[src/hdl/kslt_pkg.sv]
// Types and constants shared by the keyboard serial link transmitter.
package kslt_pkg;

    typedef enum logic [4:0] {
        PH_IDLE       = 5'd0,
        PH_SYNC_REL   = 5'd1,
        PH_SYNC_DLOW  = 5'd2,
        PH_SYNC_CLOW  = 5'd3,
        PH_SYNC_CHIGH = 5'd4,
        PH_SYNC_ACK   = 5'd5,
        PH_TX_REL     = 5'd6,
        PH_TX_START   = 5'd7,
        PH_TX_GAP     = 5'd8,
        PH_BIT_SETUP  = 5'd9,
        PH_BIT_CLOW   = 5'd10,
        PH_BIT_CHIGH  = 5'd11,
        PH_TX_ACK     = 5'd12,
        PH_RST_HOLD   = 5'd13
    } phase_t;

    typedef enum logic [1:0] {
        KS_NONE     = 2'd0,
        KS_ACCEPTED = 2'd1,
        KS_REJECTED = 2'd2
    } key_status_t;

    typedef enum logic [1:0] {
        REG_PHASE_TICKS = 2'd0,
        REG_GAP_TICKS   = 2'd1,
        REG_ACK_TIMEOUT = 2'd2,
        REG_RESET_HOLD  = 2'd3
    } reg_index_t;

    localparam logic [6:0] CAPS_CODE       = 7'h62;
    localparam logic [7:0] INIT_CODE       = 8'hFB;
    localparam logic [7:0] TERM_CODE       = 8'hFD;
    localparam logic [7:0] BAD_CODE        = 8'hF3;

    localparam logic [9:0]  PHASE_TICKS_RST = 10'd20;
    localparam logic [9:0]  GAP_TICKS_RST   = 10'd100;
    localparam logic [19:0] ACK_TIMEOUT_RST = 20'd143000;
    localparam logic [19:0] RESET_HOLD_RST  = 20'd500000;

endpackage

[src/hdl/keyboard_serial_link_transmitter.sv]
// Keyboard serial link transmitter: key FIFO in RAM and timed line sequencer.
// A result beat is registered and valid in the cycle after its input beat is taken.
// Throughput: one beat per cycle unless output stalls. The code RAM is read every
// beat for the next head; the read is registered, a head-slot write is forwarded.
// Reset (aresetn low, synchronous) restores the register defaults, idles the
// sequencer and preloads the two start codes through flags, not RAM writes.
module keyboard_serial_link_transmitter #(
    parameter int FIFO_DEPTH = 32
) (
    input  logic        aclk,
    input  logic        aresetn,
    // key_valid[0], key_code[7:1], key_pressed[8], reset_request[9], data_line_in[10]
    input  logic [15:0] s_tdata,
    input  logic        s_tvalid,
    output logic        s_tready,
    // clock_line[0], data_line_out[1], reset_line[2], caps_led[3],
    // key_status[5:4], link_synced[6]
    output logic [7:0]  m_tdata,
    output logic        m_tvalid,
    input  logic        m_tready,
    input  logic        psel,
    input  logic        penable,
    input  logic        pwrite,
    input  logic [3:0]  paddr,
    input  logic [31:0] pwdata,
    output logic [31:0] prdata,
    output logic        pready
);
    import kslt_pkg::*;

    localparam int PTR_W = (FIFO_DEPTH > 2) ? $clog2(FIFO_DEPTH) : 1;
    localparam logic [PTR_W-1:0] PRELOAD_WP   = (FIFO_DEPTH > 2) ? PTR_W'(2) : PTR_W'(1);
    localparam logic [1:0]       PRELOAD_MASK = (FIFO_DEPTH > 2) ? 2'b11 : 2'b01;

    function automatic logic [PTR_W-1:0] next_slot(input logic [PTR_W-1:0] p);
        return (p == PTR_W'(FIFO_DEPTH - 1)) ? '0 : p + PTR_W'(1);
    endfunction

    logic [9:0]  phase_ticks_reg;
    logic [9:0]  gap_ticks_reg;
    logic [19:0] ack_timeout_reg;
    logic [19:0] reset_hold_reg;

    phase_t           phase_reg, phase_next;
    logic [19:0]      wc_reg, wc_next;
    logic [2:0]       bit_index_reg, bit_index_next;
    logic [7:0]       shift_reg, shift_next;
    logic             sbc_reg, sbc_next;
    logic             synced_reg, synced_next;
    logic             retrans_reg, retrans_next;
    logic             caps_reg, caps_next;
    logic             led_reg, led_next;
    logic [PTR_W-1:0] wp_reg, wp_next;
    logic [PTR_W-1:0] rp_reg, rp_next;
    logic [1:0]       pre_valid_reg, pre_valid_next;

    logic [7:0]       code_mem [FIFO_DEPTH];
    logic [7:0]       mem_q_reg;
    logic             fwd_reg;
    logic [7:0]       fwd_data_reg;

    logic             m_tvalid_reg;
    logic [7:0]       m_tdata_reg;

    logic             step;
    logic             cfg_wr;
    logic             key_valid, key_pressed, reset_request, din;
    logic [6:0]       key_code;

    logic             mem_we;
    logic [PTR_W-1:0] mem_waddr;
    logic [7:0]       mem_wdata;
    logic [7:0]       head;
    logic [19:0]      ph_len, ack_len, hold_len, wc_dec;
    logic             timed_done;
    key_status_t      status;
    logic             clk_out, dout_out;

    assign key_valid     = s_tdata[0];
    assign key_code      = s_tdata[7:1];
    assign key_pressed   = s_tdata[8];
    assign reset_request = s_tdata[9];
    assign din           = s_tdata[10];

    assign s_tready = !m_tvalid_reg || m_tready;
    assign step     = s_tvalid && s_tready;
    assign m_tvalid = m_tvalid_reg;
    assign m_tdata  = m_tdata_reg;

    // configuration port
    assign pready = 1'b1;
    assign cfg_wr = psel && penable && pwrite && pready;

    always_ff @(posedge aclk) begin
        if (!aresetn) begin
            phase_ticks_reg <= PHASE_TICKS_RST;
            gap_ticks_reg   <= GAP_TICKS_RST;
            ack_timeout_reg <= ACK_TIMEOUT_RST;
            reset_hold_reg  <= RESET_HOLD_RST;
        end else if (cfg_wr) begin
            unique case (reg_index_t'(paddr[3:2]))
                REG_PHASE_TICKS: phase_ticks_reg <= pwdata[9:0];
                REG_GAP_TICKS:   gap_ticks_reg   <= pwdata[9:0];
                REG_ACK_TIMEOUT: ack_timeout_reg <= pwdata[19:0];
                REG_RESET_HOLD:  reset_hold_reg  <= pwdata[19:0];
                default: ;
            endcase
        end
    end

    always_comb begin
        unique case (reg_index_t'(paddr[3:2]))
            REG_PHASE_TICKS: prdata = {22'd0, phase_ticks_reg};
            REG_GAP_TICKS:   prdata = {22'd0, gap_ticks_reg};
            REG_ACK_TIMEOUT: prdata = {12'd0, ack_timeout_reg};
            REG_RESET_HOLD:  prdata = {12'd0, reset_hold_reg};
            default:         prdata = '0;
        endcase
    end

    // head of queue: preload flags, then forwarded write, then RAM
    always_comb begin
        if (pre_valid_reg[0] && rp_reg == PTR_W'(0)) begin
            head = INIT_CODE;
        end else if (pre_valid_reg[1] && rp_reg == PTR_W'(1)) begin
            head = TERM_CODE;
        end else if (fwd_reg) begin
            head = fwd_data_reg;
        end else begin
            head = mem_q_reg;
        end
    end

    assign ph_len     = (phase_ticks_reg == 10'd0) ? 20'd1 : {10'd0, phase_ticks_reg};
    assign ack_len    = (ack_timeout_reg == 20'd0) ? 20'd1 : ack_timeout_reg;
    assign hold_len   = (reset_hold_reg == 20'd0) ? 20'd1 : reset_hold_reg;
    assign wc_dec     = (wc_reg == 20'd0) ? 20'd0 : wc_reg - 20'd1;
    assign timed_done = (wc_reg <= 20'd1);

    // next state of one tick
    always_comb begin
        logic       pr;
        logic [7:0] code8;
        phase_next     = phase_reg;
        wc_next        = wc_reg;
        bit_index_next = bit_index_reg;
        shift_next     = shift_reg;
        sbc_next       = sbc_reg;
        synced_next    = synced_reg;
        retrans_next   = retrans_reg;
        caps_next      = caps_reg;
        led_next       = led_reg;
        wp_next        = wp_reg;
        rp_next        = rp_reg;
        pre_valid_next = pre_valid_reg;
        mem_we         = 1'b0;
        mem_waddr      = wp_reg;
        mem_wdata      = '0;
        status         = KS_NONE;
        pr             = key_pressed;
        code8          = '0;

        if (reset_request && phase_reg != PH_RST_HOLD) begin
            wp_next    = '0;
            rp_next    = '0;
            sbc_next   = 1'b0;
            phase_next = PH_RST_HOLD;
            wc_next    = hold_len;
        end else begin
            unique case (phase_reg) inside
                PH_IDLE: begin
                    if (!synced_reg) begin
                        phase_next = PH_SYNC_REL;
                        wc_next    = '0;
                    end else if (rp_reg != wp_reg) begin
                        shift_next = head;
                        sbc_next   = 1'b0;
                        phase_next = PH_TX_REL;
                        wc_next    = ack_len;
                    end
                end
                PH_SYNC_REL: begin
                    if (din) begin
                        phase_next = PH_SYNC_DLOW;
                        wc_next    = ph_len;
                    end
                end
                PH_SYNC_DLOW: begin
                    wc_next = wc_dec;
                    if (timed_done) begin
                        phase_next = PH_SYNC_CLOW;
                        wc_next    = ph_len;
                    end
                end
                PH_SYNC_CLOW: begin
                    wc_next = wc_dec;
                    if (timed_done) begin
                        phase_next = PH_SYNC_CHIGH;
                        wc_next    = ph_len;
                    end
                end
                PH_SYNC_CHIGH: begin
                    wc_next = wc_dec;
                    if (timed_done) begin
                        phase_next = PH_SYNC_ACK;
                        wc_next    = ack_len;
                    end
                end
                PH_SYNC_ACK: begin
                    if (!din) begin
                        synced_next = 1'b1;
                        led_next    = caps_reg;
                        if (retrans_reg) begin
                            shift_next = BAD_CODE;
                            sbc_next   = 1'b1;
                            phase_next = PH_TX_REL;
                            wc_next    = ack_len;
                        end else begin
                            phase_next = PH_IDLE;
                            wc_next    = '0;
                        end
                    end else begin
                        wc_next = wc_dec;
                        if (timed_done) begin
                            phase_next = PH_SYNC_DLOW;
                            wc_next    = ph_len;
                        end
                    end
                end
                PH_TX_REL, PH_TX_ACK: begin
                    if (!din && phase_reg == PH_TX_ACK) begin
                        if (sbc_reg) begin
                            sbc_next = 1'b0;
                        end else if (rp_reg != wp_reg) begin
                            rp_next = next_slot(rp_reg);
                        end
                        phase_next = PH_IDLE;
                        wc_next    = '0;
                    end else if (din && phase_reg == PH_TX_REL) begin
                        bit_index_next = '0;
                        phase_next     = PH_TX_START;
                        wc_next        = ph_len;
                    end else begin
                        wc_next = wc_dec;
                        if (timed_done) begin
                            synced_next = 1'b0;
                            if (!sbc_reg) begin
                                retrans_next = 1'b1;
                            end
                            sbc_next   = 1'b0;
                            phase_next = PH_IDLE;
                            wc_next    = '0;
                        end
                    end
                end
                PH_TX_START: begin
                    wc_next = wc_dec;
                    if (timed_done) begin
                        bit_index_next = '0;
                        if (gap_ticks_reg == 10'd0) begin
                            phase_next = PH_BIT_SETUP;
                            wc_next    = ph_len;
                        end else begin
                            phase_next = PH_TX_GAP;
                            wc_next    = {10'd0, gap_ticks_reg};
                        end
                    end
                end
                PH_TX_GAP: begin
                    wc_next = wc_dec;
                    if (timed_done) begin
                        phase_next = PH_BIT_SETUP;
                        wc_next    = ph_len;
                    end
                end
                PH_BIT_SETUP: begin
                    wc_next = wc_dec;
                    if (timed_done) begin
                        phase_next = PH_BIT_CLOW;
                        wc_next    = ph_len;
                    end
                end
                PH_BIT_CLOW: begin
                    wc_next = wc_dec;
                    if (timed_done) begin
                        phase_next = PH_BIT_CHIGH;
                        wc_next    = ph_len;
                    end
                end
                PH_BIT_CHIGH: begin
                    wc_next = wc_dec;
                    if (timed_done) begin
                        if (bit_index_reg == 3'd7) begin
                            phase_next = PH_TX_ACK;
                            wc_next    = ack_len;
                        end else begin
                            bit_index_next = bit_index_reg + 3'd1;
                            phase_next     = PH_BIT_SETUP;
                            wc_next        = ph_len;
                        end
                    end
                end
                PH_RST_HOLD: begin
                    wc_next = wc_dec;
                    if (timed_done) begin
                        wp_next        = PRELOAD_WP;
                        rp_next        = '0;
                        pre_valid_next = PRELOAD_MASK;
                        synced_next    = 1'b0;
                        retrans_next   = 1'b0;
                        caps_next      = 1'b0;
                        led_next       = 1'b1;
                        sbc_next       = 1'b0;
                        phase_next     = PH_IDLE;
                        wc_next        = '0;
                        bit_index_next = '0;
                        shift_next     = '0;
                    end
                end
                default: begin
                    phase_next = PH_IDLE;
                    wc_next    = '0;
                end
            endcase
        end

        // key event, seen after the sequencer tick
        if (key_valid) begin
            if (phase_next == PH_RST_HOLD) begin
                status = KS_REJECTED;
            end else if (key_code == CAPS_CODE && !key_pressed) begin
                status = KS_ACCEPTED;
            end else begin
                if (key_code == CAPS_CODE) begin
                    caps_next = !caps_next;
                    led_next  = caps_next;
                    pr        = caps_next;
                end
                code8 = {key_code, !pr};
                if (next_slot(wp_next) == rp_next) begin
                    status = KS_REJECTED;
                end else begin
                    mem_we    = 1'b1;
                    mem_waddr = wp_next;
                    mem_wdata = code8;
                    if (wp_next == PTR_W'(0)) begin
                        pre_valid_next[0] = 1'b0;
                    end
                    if (wp_next == PTR_W'(1)) begin
                        pre_valid_next[1] = 1'b0;
                    end
                    wp_next = next_slot(wp_next);
                    status  = KS_ACCEPTED;
                end
            end
        end
    end

    // line levels after the tick
    always_comb begin
        clk_out  = 1'b1;
        dout_out = 1'b1;
        unique case (phase_next) inside
            PH_SYNC_DLOW, PH_SYNC_CHIGH, PH_TX_START: begin
                dout_out = 1'b0;
            end
            PH_SYNC_CLOW: begin
                dout_out = 1'b0;
                clk_out  = 1'b0;
            end
            PH_BIT_SETUP, PH_BIT_CHIGH: begin
                dout_out = !shift_next[3'd7 - bit_index_next];
            end
            PH_BIT_CLOW: begin
                dout_out = !shift_next[3'd7 - bit_index_next];
                clk_out  = 1'b0;
            end
            default: ;
        endcase
    end

    // code RAM, read ahead at the next head slot
    always_ff @(posedge aclk) begin
        if (step) begin
            if (mem_we) begin
                code_mem[mem_waddr] <= mem_wdata;
            end
            mem_q_reg    <= code_mem[rp_next];
            fwd_data_reg <= mem_wdata;
        end
    end

    always_ff @(posedge aclk) begin
        if (!aresetn) begin
            phase_reg     <= PH_IDLE;
            wc_reg        <= '0;
            bit_index_reg <= '0;
            shift_reg     <= '0;
            sbc_reg       <= 1'b0;
            synced_reg    <= 1'b0;
            retrans_reg   <= 1'b0;
            caps_reg      <= 1'b0;
            led_reg       <= 1'b1;
            wp_reg        <= PRELOAD_WP;
            rp_reg        <= '0;
            pre_valid_reg <= PRELOAD_MASK;
            fwd_reg       <= 1'b0;
        end else if (step) begin
            phase_reg     <= phase_next;
            wc_reg        <= wc_next;
            bit_index_reg <= bit_index_next;
            shift_reg     <= shift_next;
            sbc_reg       <= sbc_next;
            synced_reg    <= synced_next;
            retrans_reg   <= retrans_next;
            caps_reg      <= caps_next;
            led_reg       <= led_next;
            wp_reg        <= wp_next;
            rp_reg        <= rp_next;
            pre_valid_reg <= pre_valid_next;
            fwd_reg       <= mem_we && (mem_waddr == rp_next);
        end
    end

    // result beat register
    always_ff @(posedge aclk) begin
        if (!aresetn) begin
            m_tvalid_reg <= 1'b0;
        end else if (step) begin
            m_tvalid_reg <= 1'b1;
        end else if (m_tready) begin
            m_tvalid_reg <= 1'b0;
        end
    end

    always_ff @(posedge aclk) begin
        if (step) begin
            m_tdata_reg <= {1'b0, synced_next, status, led_next,
                            (phase_next != PH_RST_HOLD), dout_out, clk_out};
        end
    end

    a_hold_empty: assert property (@(posedge aclk) disable iff (!aresetn)
        phase_reg == PH_RST_HOLD |-> wp_reg == '0 && rp_reg == '0)
        else $error("queue not empty during reset hold");

    a_bad_code_ctx: assert property (@(posedge aclk) disable iff (!aresetn)
        sbc_reg |-> retrans_reg && synced_reg)
        else $error("bad-code send without retransmit or sync");

    a_bits_synced: assert property (@(posedge aclk) disable iff (!aresetn)
        (phase_reg == PH_BIT_SETUP || phase_reg == PH_BIT_CLOW ||
         phase_reg == PH_BIT_CHIGH) |-> synced_reg)
        else $error("data bits sent while unsynchronised");

    a_timer_live: assert property (@(posedge aclk) disable iff (!aresetn)
        (phase_reg == PH_SYNC_DLOW || phase_reg == PH_SYNC_CLOW ||
         phase_reg == PH_TX_GAP || phase_reg == PH_TX_ACK ||
         phase_reg == PH_RST_HOLD) |-> wc_reg != '0)
        else $error("timed phase with expired counter");

endmodule

[config.mk]
export PLATFORM = sky130hd
export DESIGN_NAME = keyboard_serial_link_transmitter
export DESIGN_NICKNAME = d
export VERILOG_FILES = /design/src/hdl/kslt_pkg.sv /design/src/hdl/keyboard_serial_link_transmitter.sv
export SDC_FILE = /design/constraint.sdc
export NUM_CORES = 1
export LEC_CHECK = 0
export ABC_AREA = 1
export BUFFER_PORTS_ARGS = -buffer_cell sky130_fd_sc_hd__buf_4
export CORE_UTILIZATION = 48
export DETAILED_ROUTE_END_ITERATION = 8
export PLACE_DENSITY_LB_ADDON = 0.12
export SYNTH_ARGS = -nofsm -noshare
export SYNTH_HDL_FRONTEND = slang
export SYNTH_SLANG_ARGS = --single-unit
[constraint.sdc]
create_clock -name aclk -period 10.4 [get_ports aclk]
set_input_delay 2.08 -clock aclk [delete_from_list [all_inputs] [get_ports aclk]]
set_output_delay 2.08 -clock aclk [all_outputs]
set_load 0.005 [all_outputs]
==> results.cfg, run 1 <==
[outcome]
status = completed

[clock_tree]
cts_hold_buffers = 0
clkSinkCount = 394
path_clk_slew_ps = 60
clockBufferDepth = 3
cts_root_buffer = clkbuf_16
cts-resized-gates = 0
cts_htree_levels = 2
clk-insertion-delay-late_ps = 590
cts_tree = built
cts_buffers = 43
post-cts-setup-buffers = 0

[critical_path]
path_common_cell = buf_4
cp-end-kind = output pin
startpoint = paddr[2]
worstPathRequired_ps = 8320
path_depth = 5
path_class = primary input to output pin
critPathLaunchType = primary input
crit-reg2reg-launch = wc_reg[0]
cp_cell_sequence = buf_4 -> nor2_1 -> inv_1 -> o21ai_0 -> buf_4
max_stage_delay_ps = 620
crit_path_top_delay_cell = nor2_1
rr_endpoint = code_mem[31][0]
r2r_cells = 21
arrival_ps = 4070
critPathCapture = prdata[15]
rrSetupSlack_ps = 5400
path_buf_inv = 3
path_delay_family = buffers and inverters
cp_max_fo = 13

[yosys]
ys_seq_area_frac = 0.538
synth_seq_cells = 394
synth_warnings = 0
synthCells = 2210
synthesis.area_um2 = 19800
synth_cell_types = 56
avgSynthCellArea_um2 = 8.98

[global_routing]
grt_pass1_vias = 15649
grt_max_degree = 107
overflow = 0
groute.usage.overall = 0.285
antenna_found_initial = 0
grt_pass1_wl_um = 91900

[cells_and_area]
register_area_um2 = 10700
area_delta_synth_final_pct = 11.6
layout_common_cells = 357 x nand2_1, 279 x edfxtp_1, 269 x o21ai_0
regMostFlops = code_mem
largest_reg_flops = 256
nets = 2307
fin_cells = 2803
diodes = 0
multi_input_area_um2 = 7880
final_common_cell = nand2_1
fill_cells = 3748
final_util = 0.542
drive_above_1_share = 0.125

[sta]
relSlewSlack = 0.253
drv_slew = 0
fin_setup_tns_ps = 0
holdWs_ps = 503
max_freq_mhz = 163
finalCriticalPeriod_ps = 6150
fin_worst_skew_ps = 21.7
rsz0062_at_grt = false
timing.final.ws_setup_ps = 4250
setup_viol = 0
tightest_slew_ps = 1120
post-route-period-util = 0.591
finalHoldViolCount = 0

[floorplan]
die_area_um2 = 42200
chipHeight_um = 205
boundaryPins = 102
core-area_um2 = 40800
num_rows = 74
die_w_um = 205
initial_core_util = 0.486

[routing]
vias_per_cell = 5.86
drt_wl_total_um = 59400
wl_per_cell_um = 21.2
drt-pass1-iter-count = 5
ant_nets = 0
drt_iter0_drc = 1507
num_vias = 16424
drc = 0

[run]
drv_cap = 0

[pwr]
power.density_nw_per_um2 = 176
p_leak_nw = 8.28
vdd_ir_drop_max_uv = 162

[place]
gp_congestion = 0.984
dp_slack_ps = 4330
dp_cells = 2723
dp.final_hpwl_um = 39600
port_buffers = 68

[min_path]
hold_path.class = flip-flop to flip-flop
-- layout make-up --
class	count	area share
Clock buffer	57	0.0532
Clock inverter	23	0.0143
Inverter	197	0.0334
Multi-Input combinational cell	1509	0.356
Sequential cell	394	0.482
Tap cell	532	0.0301
Timing Repair Buffer	91	0.0308
-- routing by layer --
layer / up-vias / track usage / share of wire
met5: - / 0 / 0
met4: 0 / 0.102 / 0.031
met3: 112 / 0.0347 / 0.063
met2: 642 / 0.465 / 0.47
met1: 7857 / 0.392 / 0.43
li1: 7813 / - / -
-- per-stage QoR --
| stage | power [mW] | instance area [um2] |
|---|---|---|
| after CTS | 3.91 | 22100 |
| after global routing | 4.04 | 22100 |
| after detailed placement | 2.31 | 20700 |
| final | 3.90 | 22100 |
| after global placement | 2.31 | 20700 |
| after floorplan | 2.14 | 19900 |
-- logic make-up after synthesis --
group           synth area share
xor+xnor                 0.00486
fa+ha+maj                0.00757
compound gates             0.182
simple gates               0.198
flops                      0.538
buf+inv                   0.0687
other cells             0.000378
-- synth_stat cells (all sizes together) --
| library cell | instances | area share |
|---|---|---|
| a2111oi | 1 | 0.00044 |
| a211oi | 5 | 0.0019 |
| a21boi | 1 | 0.00038 |
| a21oi | 136 | 0.034 |
| a221oi | 6 | 0.0026 |
| a22o | 1 | 0.00044 |
| a22oi | 4 | 0.0015 |
| a31o | 3 | 0.0013 |
| a31oi | 12 | 0.0038 |
| a41oi | 1 | 0.00044 |
| and3 | 1 | 0.00032 |
| buf | 61 | 0.020 |
| clkbuf | 61 | 0.012 |
| clkinv | 5 | 0.00095 |
| conb | 2 | 0.00038 |
| dfxtp | 115 | 0.12 |
| edfxtp | 279 | 0.42 |
| ha | 12 | 0.0076 |
| inv | 192 | 0.036 |
| nand2 | 379 | 0.076 |
| nand3 | 100 | 0.030 |
| nand4 | 29 | 0.011 |
| nor2 | 267 | 0.057 |
| nor3 | 14 | 0.0041 |
| nor3b | 1 | 0.00038 |
| nor4 | 11 | 0.0035 |
| o2111ai | 12 | 0.0053 |
| o211ai | 52 | 0.020 |
| o21ai | 287 | 0.073 |
| o221ai | 50 | 0.022 |
| o22ai | 45 | 0.014 |
| o31ai | 1 | 0.00038 |
| o32ai | 1 | 0.00044 |
| o41ai | 1 | 0.00044 |
| or2 | 51 | 0.016 |
| xnor2 | 3 | 0.0013 |
| xor2 | 8 | 0.0035 |
-- worst min-delay path: stages, from the launching register on --
cell and delay (ps):
dfxtp_1 340, o22ai_1 90, nand2_1 50
-- worst min path at each step --
| stage | start | endpoint | depth (start not counted) |
|---|---|---|---|
| after floorplan | phase_ticks_reg[0] | phase_ticks_reg[0] | 2 |
| after global placement | shift_reg[3] | shift_reg[3] | 2 |
| after detailed placement | shift_reg[3] | shift_reg[3] | 2 |
| after CTS | pre_valid_reg[1] | pre_valid_reg[1] | 2 |
| after global routing | pre_valid_reg[0] | pre_valid_reg[0] | 2 |
| final | pre_valid_reg[0] | pre_valid_reg[0] | 2 |
-- where the power goes --
group	internal, mW	switching, mW
combinational	0.157	0.370
sequential	1.73	0.0309
clock	0.956	0.654
total	2.84	1.05
Note: power is estimated with default switching activity, not from simulation.
==> run 2: changes to the inputs <==
ABC_AREA = 0   (was 1)
clock period = 6.2 ns   (was 10.4 ns; I/O delays follow)
==> results.cfg, run 2 <==
[critical_path]
crit_path_top_delay_cell = nor3_2
startpoint = wc_reg[6]
r2r_cells = 18
rrSetupSlack_ps = 430
path_class = flip-flop to flip-flop
worstPathRequired_ps = 6520
cp_cell_sequence = or4_4 -> or4_1 -> nor3_4 -> a21oi_1 -> inv_1 -> ha_1 -> nand3_1 -> nor2_1 -> ha_1 -> nand2b_1 -> a21oi_1 -> a31o_2 -> xor2_2 -> nor4_4 -> nor3_2 -> nand2b_1 -> nor3_1 -> buf_4
critPathCapture = code_mem[30][1]
path_buf_inv = 2
max_stage_delay_ps = 820
arrival_ps = 6090
path_delay_family = simple AND/OR/NAND/NOR gates
cp-end-kind = flip-flop
path_depth = 18
rr_endpoint = code_mem[30][1]
critPathLaunchType = flip-flop
cp_max_fo = 16
crit-reg2reg-launch = wc_reg[6]

[floorplan]
core-area_um2 = 39700
chipHeight_um = 203
die_w_um = 203
boundaryPins = 102
die_area_um2 = 41100
initial_core_util = 0.487
num_rows = 73

[pwr]
p_int_mw = 4.53
switching_share = 0.238
switchingPower_mw = 1.42
vdd_ir_drop_max_uv = 244
clkPwrFrac = 0.429
total_power_mw = 5.94
power.density_nw_per_um2 = 270
p_leak_nw = 7.67
combinationalPowerShare = 0.086
p_seq_frac = 0.485

[clock_tree]
cts_root_buffer = clkbuf_16
cts-resized-gates = 0
cts_tree = built
post-cts-setup-buffers = 0
path_clk_slew_ps = 60
cts_hold_buffers = 0
cts_htree_levels = 2
clockBufferDepth = 3
clk-insertion-delay-late_ps = 570
clkSinkCount = 394
cts_buffers = 43

[sta]
finalCriticalPeriod_ps = 5770
rsz0062_at_grt = false
max_freq_mhz = 173
setup_viol = 0
fin_setup_tns_ps = 0
post-route-period-util = 0.930
finalHoldViolCount = 0
fin_worst_skew_ps = 16.9
tightest_slew_ps = 1200
relSlewSlack = 0.194
drv_slew = 0

[yosys]
synth_cell_types = 90
synthTopCellsByCount = 279 x edfxtp_1, 214 x nand2_1, 115 x a21oi_1, 115 x dfxtp_1, 88 x clkbuf_1
async_reset_ff_frac = 0
synth-simple-area-share = 0.154
synthCells = 1690
yosys.area.top_type = edfxtp_1
synth_compound_area_frac = 0.144
avgSynthCellArea_um2 = 11.5
yosysMostFrequentCell = edfxtp_1
synthesis.area_um2 = 19400
synth_top_family_by_area = simple AND/OR/NAND/NOR gates
synth_area_leaders = edfxtp_1 43%, dfxtp_1 12%, mux4_2 6.7%
synth_seq_cells = 394
synth_fa_ha_area_frac = 0.00776
synthXorXnorAreaFrac = 0.0135
synth.area.mux_share = 0.0956
synth_warnings = 0
ys_seq_area_frac = 0.552
yosys.area.top_type_share = 0.433
synth-edff-count = 279
synth-main-ff-cell = edfxtp_1

[cells_and_area]
final_util = 0.554
largest_reg_flops = 256
final_common_cell = edfxtp_1
fin_cells = 2320
drive_above_1_share = 0.181
nets = 1832
diodes = 0
register_area_um2 = 10700
multi_input_area_um2 = 8140
regMostFlops = code_mem
layout_common_cells = 279 x edfxtp_1, 213 x nand2_1, 139 x buf_4
area_delta_synth_final_pct = 13.7
fill_cells = 3416

[routing]
drt-pass1-iter-count = 5
num_vias = 14269
drt_wl_total_um = 52500
ant_nets = 0
wl_per_cell_um = 22.6
drt_iter0_drc = 1198
vias_per_cell = 6.15
drc = 0

[global_routing]
antenna_found_initial = 0
grt_max_degree = 71
grt_pass1_wl_um = 80800
grt_pass1_vias = 13873
groute.usage.overall = 0.256
overflow = 0

[min_path]
hold_path.class = flip-flop to flip-flop

[place]
gp_congestion = 0.930
dp.final_hpwl_um = 35100
port_buffers = 68
dp_cells = 2241

[run]
drv_cap = 0

[outcome]
status = completed
-- run 2: cell count changes after synthesis, sizes merged, moves of 46 or more --
cell    change
inv       -178
mux2i      +52
mux4       +58
nand2     -165
nand3      -52
nor2      -180
o21ai     -213
o221ai     -46
-- run 2: power groups by stage --
stage	sequential [mW]	combinational [mW]	clock (mW)
2_1_floorplan	2.92	0.343	0
3_3_place_gp	2.94	0.498	0
3_5_place_dp	2.94	0.502	0
4_1_cts	2.88	0.505	2.60
5_1_grt	2.88	0.555	2.70
6_report	2.88	0.509	2.55
-- run 2: kinds of logic (layout without fill, tap and decap cells) --
group                      Yosys count  after routing
xor gates and xnor gates            29             29
DFF                                394            394
muxes                              112            112
buffers and inverters              142            235
AOI/OAI and AO/OA                  420            420
adders and majority gates           12             12
and+or+nand+nor                    579            579
other                                2             14
-- run 2: worst min-delay path, stage by stage, from the launching register on --
cell and delay, ps:
dfxtp_1 300, nand2_1 50, a21boi_0 60
-- run 2: metrics by stage --
| stage | hold WS [ps] | worst slack (ps) | area, um2 |
|---|---|---|---|
| 2_1_floorplan | 438 | 754 | 19400 |
| 4_1_cts | 469 | 456 | 22000 |
| 3_3_place_gp | 451 | 442 | 20600 |
| 3_5_place_dp | 461 | 397 | 20600 |
| 5_1_grt | 502 | 154 | 22000 |
| 6_report | 466 | 434 | 22000 |
-- run 2: area by class of cell --
class / instances / area share
multi-input combinational: 1166 / 0.370
clock buffer: 53 / 0.0521
clock inverter: 26 / 0.0117
inverter: 16 / 0.00273
timing repair buffer: 140 / 0.0483
sequential: 394 / 0.485
tap: 525 / 0.0299
-- run 2: worst min-delay path by stage --
stage | slack, ps | startpoint | endpoint | cells past startpoint
after global routing | 500 | shift_reg[7] | shift_reg[7] | 2
after floorplan | 440 | shift_reg[7] | shift_reg[7] | 2
final | 470 | shift_reg[7] | shift_reg[7] | 2
after global placement | 450 | shift_reg[7] | shift_reg[7] | 2
after CTS | 470 | shift_reg[7] | shift_reg[7] | 2
after detailed placement | 460 | shift_reg[7] | shift_reg[7] | 2
-- run 2: metal layers --
layer | track usage | share of wire
met1 | 0.327 | 0.41
met2 | 0.445 | 0.51
met3 | 0.0331 | 0.056
met4 | 0.0953 | 0.030
met5 | 0 | 0
